File: config.mk
export PLATFORM = sky130hd
export DESIGN_NAME = edpw_front
export DESIGN_NICKNAME = d
export VERILOG_FILES = /design/src/edpw_pkg.sv /design/src/edpw_front.sv
export SDC_FILE = /design/constraint.sdc
export NUM_CORES = 1
export LEC_CHECK = 0
export BUFFER_PORTS_ARGS = -buffer_cell sky130_fd_sc_hd__buf_2
export CELL_PAD_IN_SITES_DETAIL_PLACEMENT = 1
export CELL_PAD_IN_SITES_GLOBAL_PLACEMENT = 1
export CORE_MARGIN = 1.5
export CORE_UTILIZATION = 48
export CTS_CLUSTER_DIAMETER = 200
export DETAILED_ROUTE_END_ITERATION = 8
export PLACE_DENSITY = 0.88
export SYNTH_ARGS = -nofsm -noshare
export SYNTH_HDL_FRONTEND = slang
export SYNTH_SLANG_ARGS = --single-unit
File: constraint.sdc
create_clock -name clk_i -period 10.9 [get_ports clk_i]
set_input_delay 2.18 -clock clk_i [delete_from_list [all_inputs] [get_ports clk_i]]
set_output_delay 2.18 -clock clk_i [all_outputs]
set_load 0.02 [all_outputs]
File: src/edpw_pkg.sv
`timescale 1ns / 1ps

package edpw_pkg;

  localparam int MaxNodesDefault = 256;
  localparam int MaxKDefault     = 8;
  localparam int WordsPerNode    = 12;
  localparam int WeightBits      = 16;

  localparam int CfgIndexWidth = 2;
  localparam int CfgDataWidth  = 9;

  localparam logic [CfgIndexWidth-1:0] CfgActiveNodes = 2'd0;
  localparam logic [CfgIndexWidth-1:0] CfgKNeighbors  = 2'd1;

  localparam logic [8:0] ActiveNodesReset = 9'd0;
  localparam logic [3:0] KNeighborsReset  = 4'd4;

  localparam logic KindLoad  = 1'b0;
  localparam logic KindPoint = 1'b1;

  typedef struct packed {
    logic               kind;
    logic               load_ok;
    logic [7:0]         node_index;
    logic [3:0]         word_select;
    logic signed [31:0] word_value;
    logic signed [31:0] point_x;
    logic signed [31:0] point_y;
    logic signed [31:0] point_z;
  } edpw_item_t;

endpackage

File: src/edpw_front.sv
`timescale 1ns / 1ps

module edpw_front import edpw_pkg::*; #(
  parameter int MAX_NODES = MaxNodesDefault
) (
  input  logic               clk_i,
  input  logic               rst_ni,
  input  logic               start,
  output logic               busy,
  input  logic               kind_i,
  input  logic [7:0]         node_index_i,
  input  logic [3:0]         word_select_i,
  input  logic signed [31:0] word_value_i,
  input  logic signed [31:0] point_x_i,
  input  logic signed [31:0] point_y_i,
  input  logic signed [31:0] point_z_i,
  output logic               item_valid_o,
  output edpw_item_t         item_o,
  input  logic               item_ready_i
);

  edpw_item_t queue_q [2];
  logic       wptr_q, rptr_q;
  logic [1:0] count_q;
  logic       push, pop;
  edpw_item_t incoming;

  assign busy         = (count_q == 2'd2);
  assign push         = start && !busy;
  assign item_valid_o = (count_q != 2'd0);
  assign pop          = item_valid_o && item_ready_i;
  assign item_o       = queue_q[rptr_q];

  // A load beat that points outside the table is marked here so the back end drops it.
  always_comb begin
    incoming.kind        = kind_i;
    incoming.load_ok     = (32'(node_index_i) < MAX_NODES) && (word_select_i < 4'(WordsPerNode));
    incoming.node_index  = node_index_i;
    incoming.word_select = word_select_i;
    incoming.word_value  = word_value_i;
    incoming.point_x     = point_x_i;
    incoming.point_y     = point_y_i;
    incoming.point_z     = point_z_i;
  end

  always_ff @(posedge clk_i) begin
    if (push) begin
      queue_q[wptr_q] <= incoming;
    end
  end

  always_ff @(posedge clk_i or negedge rst_ni) begin
    if (!rst_ni) begin
      wptr_q  <= 1'b0;
      rptr_q  <= 1'b0;
      count_q <= 2'd0;
    end else begin
      if (push) wptr_q <= ~wptr_q;
      if (pop)  rptr_q <= ~rptr_q;
      count_q <= count_q + 2'(push) - 2'(pop);
    end
  end

endmodule

==> metrics.cfg <==
[worst_setup_path]
critical_path_class=reg -> out
worst_ep_arrival_time_ps=3590
r2r-end=queue_q[0][96]$_DFFE_PP_
crit_top_cell=buf_4
cp.required_ps=8720
cp_slowest_cell=dfrtp_4
cp_max_fo=56
startpoint_type=flop
r2r_slack_ps=8000
cpPeakStageDelay_ps=930
regToRegStartpoint=count_q[1]$_DFF_PN0_
end_kind=output port
ff2ff_path_depth=4
path_cells=buf_4, buf_4, mux2_2, buf_2

[drt]
drtAntennaViolNets=0
dr.pass1.iters=4
drt_iter0_markers=248
via_per_inst=5.096
dr_total_vias=5493
routed_wl_mm=23.52
wire_per_inst_um=21.82
drc=0

[timing]
setup_viol=0
setup_tns_ps=0
hold_viol=0
fmax_mhz=173.2
relSlewSlack_pct=16.46
maxSlewViolCount=0
worst_slew_pin_slew_ps=1250
clock_skew_ps=18.84
rsz0062_at_grt=false
fin_crit_ps=5774
period_share_pct=52.97

[die]
io_pins=289
start_util_pct=49.02
fp.dieArea_sq_mm=0.02326
fp-row-count=54
core_area_sq_mm=0.02189
die_y_um=152.5
fp.dieW_um=152.5

[synth]
netlist_area_sq_mm=0.01073
ys_warn_count=0
synth_nets=608
synth-seq-cells=288
synthCells=461
synth_area_per_cell_sq_um=23.28
yosysSeqAreaShare_pct=80.41
yosysUniqueCellTypes=16

[grt]
grt_antenna_before_repair=6
first_global_vias=6219
overflow=0
grt_pass1_wl_mm=35.47
grt_start_max_net_pins=74
track_usage_pct=19.84

[layout]
final_util_pct=61.16
final_cell_area_sq_mm=0.01339
fin_cells=1078
areaGrowthSynthToFinish_pct=24.77
drive_above_1_share_pct=60.96
mostFrequentLayoutCells=buf_2, edfxtp_1, mux2_2, mux2_4, clkbuf_16
nNetsFinal=917
fillers=1979
final_common_cell=buf_2

[outcome]
status=completed

[place]
portBuffers=288
dpl-instance-area_sq_mm=0.01244
place.gp.congestion=0.7337
dpl.hpwl_mm=16.54
dp.cells=1018

[clocking]
root_buffer=clkbuf_16
cts_setup_buffers=0
cts_made_buffers=30
cts_tree=built
worstSkewPairLatency_ps=540
ctsResizeCount=0
clock-sinks=288
cts_max_level=1
cts.path.max_buffers=3
clkTransAtPathRegs_ps=60
hold_buffers=0

[min_path]
hold_end=count_q[1]$_DFF_PN0_
holdPathStages=1
hold_class=reg -> reg
hold_path.startpoint=count_q[1]$_DFF_PN0_

[pwr]
p_leak_nw=5.215
power.density_mw_per_mm2=288.1
vdd_drop_max_v=0.0002127

[flow_run]
drv_cap=0

-- Yosys cell counts --
| master | n | area, sq um |
|---|---|---|
| dfrtp_1 | 4 | 100.1 |
| buf_6 | 9 | 101.4 |
| mux2_2 | 72 | 810.8 |
| xnor2_1 | 3 | 26.28 |
| nor2_1 | 1 | 3.750 |
| ha_1 | 2 | 25.02 |
| mux2_4 | 70 | 1051 |
| and3_1 | 1 | 6.260 |
| and2_1 | 1 | 6.260 |
| nand2b_1 | 1 | 6.260 |
| nand2_1 | 2 | 7.510 |
| or2_2 | 1 | 6.260 |
| buf_2 | 7 | 35.03 |
| inv_1 | 2 | 7.510 |
| edfxtp_1 | 284 | 8528 |
| xor2_1 | 1 | 8.760 |
-- cells by family (layout without fill, tap and decap cells) --
group | count (synthesis) | count (layout) | synth area share (%)
buf+inv | 18 | 351 | 1.341
xor+xnor | 4 | 4 | 0.3266
other cells | 0 | 4 | 0
simple gates | 7 | 7 | 0.3383
fa+ha+maj | 2 | 2 | 0.2332
flops | 288 | 288 | 80.41
mux | 142 | 142 | 17.35
-- flip-flops by register name (all words and copies together), names as in the netlist --
| register | flops |
|---|---|
| queue_q | 284 |
| count_q | 2 |
| rptr_q | 1 |
| wptr_q | 1 |
-- how the worst max path moves through the flow --
stage                     cells after the start                      end               start  slack [ps]
final                                         4              item_o[138]  rptr_q$_DFFE_PN0P_        5130
after global routing                          4              item_o[138]  rptr_q$_DFFE_PN0P_        4920
after CTS                                     4              item_o[138]  rptr_q$_DFFE_PN0P_        5070
after detailed placement                      4              item_o[138]  rptr_q$_DFFE_PN0P_        5660
after global placement                        4              item_o[137]  rptr_q$_DFFE_PN0P_        5750
after floorplan                               2  queue_q[0][0]$_DFFE_PP_               start        2080
-- worst max-delay path: cells and delay by family, from the launching register on --
| kind | cells | cell delay (ps) |
|---|---|---|
| muxes | 1 | 410 |
| buffers and inverters | 3 | 1630 |
| DFF | 1 | 930 |
-- per-layer routing --
| metal | up-vias | wire length, um | GRT usage [%] |
|---|---|---|---|
| met5 | - | 12 | 0 |
| met4 | 2 | 567 | 6.364 |
| met3 | 47 | 1975 | 6.769 |
| met2 | 231 | 12410 | 36.09 |
| met1 | 2754 | 8556 | 21.73 |
| li1 | 2459 | - | - |
-- report_power, final --
| group | switching [mW] | internal, mW | leakage [nW] |
|---|---|---|---|
| registers | 0.110 | 1.52 | 2.68 |
| logic | 0.752 | 0.523 | 2.07 |
| clock network | 0.396 | 0.556 | 0.461 |
| total | 1.26 | 2.60 | 5.21 |
-- metrics by stage --
| stage | setup WS [ps] | hold slack, ps | power (mW) |
|---|---|---|---|
| 3_3_place_gp | 5752 | 478.2 | 2.867 |
| 4_1_cts | 5070 | 528.9 | 3.906 |
| 6_report | 5126 | 522.7 | 3.857 |
| 2_1_floorplan | 2084 | 460.4 | 2.582 |
| 5_1_grt | 4919 | 559.1 | 4.010 |
| 3_5_place_dp | 5661 | 520.6 | 2.947 |
-- cell type report --
type | instances | area, sq um | share of cell area (%)
inverters | 2 | 7.507 | 0.05607
diodes | 4 | 10.01 | 0.07477
well taps | 280 | 350.3 | 2.617
repair buffers | 293 | 1479 | 11.05
clock inverters | 16 | 108.9 | 0.8131
clock buffers | 40 | 829.5 | 6.196
multi-input cells | 155 | 1971 | 14.72
flip-flops and latches | 288 | 8632 | 64.48
Note: power is estimated with default switching activity, not from simulation.
